$ cat src/rtl/early_abandon_subsequence_search_core_macros.svh
// Assertion macros for the subsequence search core.
`ifndef EARLY_ABANDON_SUBSEQUENCE_SEARCH_CORE_MACROS_SVH
`define EARLY_ABANDON_SUBSEQUENCE_SEARCH_CORE_MACROS_SVH

// Same-cycle implication, sampled on clk, off while arst_n is low.
`define EASS_ASSERT_IMP(label, ante, cons, msg) \
	label: assert property (@(posedge clk) disable iff (!arst_n) (ante) |-> (cons)) \
		else $error(msg);

// Next-cycle implication, sampled on clk, off while arst_n is low.
`define EASS_ASSERT_NXT(label, ante, cons, msg) \
	label: assert property (@(posedge clk) disable iff (!arst_n) (ante) |=> (cons)) \
		else $error(msg);

`endif

$ cat src/rtl/eass_pkg.sv
// Shared types, widths and codes for the subsequence search core.
`default_nettype none
package eass_pkg;
	localparam int MAX_QUERY_LEN_DEF = 256;

	localparam int OP_W = 2;
	localparam int LEN_W = 9;
	localparam int POS_W = 8;
	localparam int OFF_W = 8;
	localparam int VAL_W = 16;
	localparam int DIFF_W = VAL_W + 1;
	localparam int SQ_W = 32;
	localparam int SUM_W = 48;

	localparam int X_W = LEN_W + 1;
	localparam int RED_W = X_W + LEN_W;
	localparam int RED_SPLIT = 4;

	localparam int PADDR_W = 3;
	localparam int PDATA_W = 32;
	localparam int REG_IDX_BIT = 2;
	localparam logic REG_QUERY_LENGTH = 1'b0;

	localparam logic [SUM_W-1:0] SUM_MAX = '1;
	localparam logic [LEN_W-1:0] LEN_RESET = 9'd256;
	localparam logic [LEN_W-1:0] MIN_LEN = 9'd2;

	typedef enum logic [OP_W-1:0] {
		OP_LOAD   = 2'd0,
		OP_SAMPLE = 2'd1,
		OP_CLEAR  = 2'd2
	} opcode_t;

	typedef enum logic [2:0] {
		ST_CLEAR,
		ST_IDLE,
		ST_EXEC,
		ST_PASS,
		ST_DONE
	} state_t;

	typedef struct packed {
		logic             done;
		logic             abandoned;
		logic [SUM_W-1:0] sum;
		logic [LEN_W-1:0] count;
	} acc_status_t;
endpackage
`default_nettype wire

$ cat src/rtl/eass_accum.sv
// Squared-difference multiply-accumulate with early abandonment.
`default_nettype none
module eass_accum (
	input  logic                                 clk,
	input  logic                                 arst_n,
	input  logic                                 start,
	input  logic                                 flush,
	input  logic                                 pt_valid,
	input  logic signed [eass_pkg::VAL_W-1:0]    ring_val,
	input  logic signed [eass_pkg::VAL_W-1:0]    query_val,
	input  logic        [eass_pkg::LEN_W-1:0]    m,
	input  logic        [eass_pkg::SUM_W-1:0]    best,
	output eass_pkg::acc_status_t                status
);
	import eass_pkg::*;

	logic                     v_s4;
	logic                     v_s5;
	logic signed [DIFF_W-1:0] d_s4;
	logic        [SQ_W-1:0]   sq_s5;
	logic signed [2*DIFF_W-1:0] prod;
	logic        [SUM_W:0]    add_w;
	logic        [SUM_W-1:0]  sat_sum;
	logic        [SUM_W-1:0]  sum_q;
	logic        [LEN_W-1:0]  cnt_q;
	logic                     fin_q;
	logic                     ab_q;

	assign prod = d_s4 * d_s4;
	assign add_w = {1'b0, sum_q} + (SUM_W + 1)'(sq_s5);
	assign sat_sum = add_w[SUM_W] ? SUM_MAX : add_w[SUM_W-1:0];

	always_ff @(posedge clk) begin
		d_s4 <= DIFF_W'(ring_val) - DIFF_W'(query_val);
		sq_s5 <= prod[SQ_W-1:0];
	end

	always_ff @(posedge clk or negedge arst_n) begin
		if (!arst_n) begin
			v_s4 <= 1'b0;
			v_s5 <= 1'b0;
		end else begin
			v_s4 <= pt_valid && !flush;
			v_s5 <= v_s4 && !flush;
		end
	end

	always_ff @(posedge clk or negedge arst_n) begin
		if (!arst_n) begin
			sum_q <= '0;
			cnt_q <= '0;
			fin_q <= 1'b0;
			ab_q <= 1'b0;
		end else if (start) begin
			sum_q <= '0;
			cnt_q <= '0;
			fin_q <= 1'b0;
			ab_q <= 1'b0;
		end else if (v_s5 && !fin_q) begin
			if (sum_q >= best) begin
				fin_q <= 1'b1;
				ab_q <= 1'b1;
			end else begin
				sum_q <= sat_sum;
				cnt_q <= LEN_W'(cnt_q + 1'b1);
				if (LEN_W'(cnt_q + 1'b1) == m) begin
					fin_q <= 1'b1;
				end
			end
		end
	end

	assign status.done = fin_q;
	assign status.abandoned = ab_q;
	assign status.sum = sum_q;
	assign status.count = cnt_q;
endmodule
`default_nettype wire

$ cat config.mk
export PLATFORM = sky130hd
export DESIGN_NAME = eass_accum
export DESIGN_NICKNAME = d
export VERILOG_FILES = /design/src/rtl/early_abandon_subsequence_search_core_macros.svh /design/src/rtl/eass_pkg.sv /design/src/rtl/eass_accum.sv
export SDC_FILE = /design/constraint.sdc
export NUM_CORES = 1
export LEC_CHECK = 0
export BUFFER_PORTS_ARGS = -buffer_cell sky130_fd_sc_hd__buf_2
export CAP_MARGIN = 20
export CELL_PAD_IN_SITES_DETAIL_PLACEMENT = 1
export CELL_PAD_IN_SITES_GLOBAL_PLACEMENT = 1
export CORE_ASPECT_RATIO = 1.1
export CORE_MARGIN = 1.5
export CORE_UTILIZATION = 25
export DETAILED_ROUTE_END_ITERATION = 10
export PLACE_DENSITY_LB_ADDON = 0.1
export SLEW_MARGIN = 20
export SYNTH_ARGS = -nofsm -noshare
export SYNTH_HDL_FRONTEND = slang
export SYNTH_SLANG_ARGS = --single-unit
$ cat constraint.sdc
create_clock -name clk -period 8 [get_ports clk]
set_input_delay 0.4 -clock clk [delete_from_list [all_inputs] [get_ports clk]]
set_output_delay 0.4 -clock clk [all_outputs]
set_load 0.05 [all_outputs]
==> reports/metrics.cfg <==
[status]
outcome = completed

[worst_setup_path]
crit_chain = buf_4 > nand2_1 > inv_1 > fa_1 > inv_1 > fa_1 > inv_1 > fa_1 > fa_1 > fa_1 > inv_1 > fa_1 > inv_1 > ha_1 > nand2_1 > a21oi_1 > or3_1 > nor3_1 > or4b_2 > o311ai_0
cp.buffers_inverters = 6
r2r_start = d_s4[2]$_DFF_P_
crit_family = adder cells
startpoint = d_s4[2]$_DFF_P_
critical_path_class = flop to flop
arrival_ns = 7.32
crit_top_cell = fa_1
required_ns = 8.26
startpoint_type = flop
cp_slowest_cell = dfxtp_1
setup.worst_path.end_class = flop
crit_fanout = 13
max_stage_delay_ns = 0.72

[cts]
h-tree-depth = 3
ctsRootBufferMaster = clkbuf_16
cts_resized = 0
clk_latency_ns = 0.39
cts_buffers = 9
post_cts_buffers = 0
tritoncts = built
clk_path_buf_depth = 2
clk_pin_slew_ns = 0.09
hold_buffers = 0
cts.sinks = 109

[place]
place_hpwl_um = 40500
dp_slack_ns = 0.897
port_buffers = 152
gp_congestion = 0.778

[die]
die_w_um = 251
initial_core_util = 0.253
std_cell_rows = 99
die_area_um2 = 69100
pin_count = 153
core_area_um2 = 66600
floorplan.die.height_um = 276

[grt]
grt_pass1_wl_um = 79800
antenna_found_initial = 0
grt_max_degree = 62
track_usage = 0.147
gr-total-overflow = 0
grt_pass1_vias = 14854

[synth]
synth_fp_nets = 2410
ys.flop_type = dfrtp_1
synth_seq_cells = 109
syn_inst = 1876
yosys_warnings = 0
synth_edf_count = 0
syn_avg_cell_area_um2 = 9.00
synth_cell_type_count = 75
async_flop_share = 0.560
ys_seq_area_frac = 0.147
netlist_area_um2 = 16900

[hold_path]
hold_class = input pin to flop
min_from = flush

[route]
route.vias.total = 12850
initialDrtViolationCount = 318
drt_wl_total_um = 47900
first_pass_iters = 4
postRouteAntennaNets = 0
remaining_drc_errors = 0
wl_per_cell_um = 16.7
vias_per_cell = 4.47

[layout]
fillers = 7843
num_antenna_cells = 0
nets = 2545
drive_above_1_share = 0.109
register_area_um2 = 2490
area_delta_synth_final_pct = 12.4
multiInputGateArea_um2 = 12600

[sta]
period_minus_slack_ns = 7.06
setup_viol_count_final = 0
max_slew_margin = 0.372
clock_skew_ns = 0.0167
fin_setup_tns_ns = 0
fin_ws_ns = 0.935
timing.final.crit_share = 0.883
worst_pin_slew_ns = 0.940
hold_slack_ns = 0.159
drv_slew = 0
hold_violations = 0
fmax_ghz = 0.142
rsz0062_at_grt = no

[run]
drv_cap = 0

## state kept, by name, summed over array words and instances (netlist names)
signal  cells
cnt_q       9
v_s5        1
fin_q       1
d_s4       17
sum_q      48
v_s4        1
sq_s5      31
ab_q        1
## worst reg2reg max path: cells and delay by family, from the launching register on
family / cells / cell delay, ns
and+or+nand+nor: 5 / 1.10
buffers and inverters: 6 / 1.14
DFF: 1 / 0.72
AOI/OAI and AO/OA: 2 / 0.41
adders and majority gates: 7 / 3.55
## cell usage after synthesis (9+ instances only)
master      n  area share
nor2b_1    22      0.0081
clkbuf_1   35      0.0078
nand4_1     9      0.0033
a21oi_1    85       0.025
nor3_1     25      0.0074
a31oi_1    11      0.0041
ha_1      182        0.13
nand2_1   126       0.028
o211ai_1    9      0.0040
and3_1     16      0.0059
nand3_1    15      0.0044
a211oi_1   50       0.022
nor2_1    112       0.025
or3_1      12      0.0044
xor2_1     23       0.012
nand2b_1   10      0.0037
o21a_1     10      0.0044
dfxtp_1    48       0.057
inv_1     436       0.097
dfrtp_1    61       0.090
and2_1     60       0.022
a21o_1     26       0.012
xnor2_1    77       0.040
fa_1      258        0.31
or2_2       9      0.0033
o21ai_0    47       0.014
## cells in the final DEF (no fill, tap or decap), types with 4 or more instances in the layout
master,synthesis,routed
or2_2,9,9
clkbuf_16,0,9
dfxtp_1,48,48
and2_1,60,60
nor2b_1,22,22
buf_4,3,17
xor2_1,23,23
and2b_1,4,4
inv_1,436,436
nor3_1,25,25
nand3_1,15,15
nor2_1,112,112
a211oi_1,50,50
or3_1,12,12
fa_1,258,258
and4_1,5,5
a31o_2,8,8
xnor2_1,77,77
and3_1,16,16
nand4_1,9,9
o21bai_1,4,4
o21ai_0,47,47
a41oi_1,5,5
o21a_1,10,10
buf_2,6,152
ha_1,182,182
dfrtp_1,61,61
o211ai_1,9,9
nand2b_1,10,10
a31oi_1,11,11
a21o_1,26,26
nor3_2,5,5
a21oi_1,85,85
a221oi_1,4,4
nand2_1,126,126
## kinds of logic (layout without fill, tap and decap cells)
| family | after synthesis | count (layout) | synth area share |
|---|---|---|---|
| AOI/OAI and AO/OA | 297 | 297 | 0.118 |
| xor gates and xnor gates | 100 | 100 | 0.0518 |
| adders and majority gates | 440 | 440 | 0.441 |
| buffers and inverters | 481 | 621 | 0.108 |
| DFF | 109 | 109 | 0.147 |
| muxes | 2 | 2 | 0.00126 |
| and+or+nand+nor | 447 | 447 | 0.132 |
## final timing paths
| path | cells past startpoint | slack, ns | endpoint |
|---|---|---|---|
| max reg2reg | 20 | 0.94 | sq_s5[28]$_DFF_P_ |
| max | 20 | 0.94 | sq_s5[28]$_DFF_P_ |
| min in group asynchronous | 2 | 0.19 | sum_q[6]$_DFFE_PN0P_ |
| min reg2reg | 1 | 0.47 | v_s5$_DFF_PN0_ |
| max in group asynchronous | 2 | 7.19 | sum_q[25]$_DFFE_PN0P_ |
| min | 2 | 0.16 | v_s5$_DFF_PN0_ |
## metal layers
layer  GRT usage  part of all wire
met1       0.185              0.46
met2       0.267              0.50
met3      0.0181             0.021
met4      0.0344             0.018
met5           0                 0
## through the flow
stage | instances | area (um^2) | util
final | 2874 | 19000 | 0.285
after global routing | 2874 | 19000 | 0.285
after CTS | 2874 | 19000 | 0.285
after detailed placement | 2858 | 18700 | 0.280
after global placement | 2858 | 18700 | 0.280
after floorplan | 1876 | 16900 | -
## cell type report
class                      count  area share
clock buffer                  11      0.0128
clock inverter                 5     0.00356
inverter                     436      0.0862
multi-input combinational   1286       0.663
sequential                   109       0.131
tap                          858      0.0566
timing repair buffer         169      0.0468
Power is not shown: default switching activity piles up to over one toggle a cycle in this logic, so the estimate is an artifact.
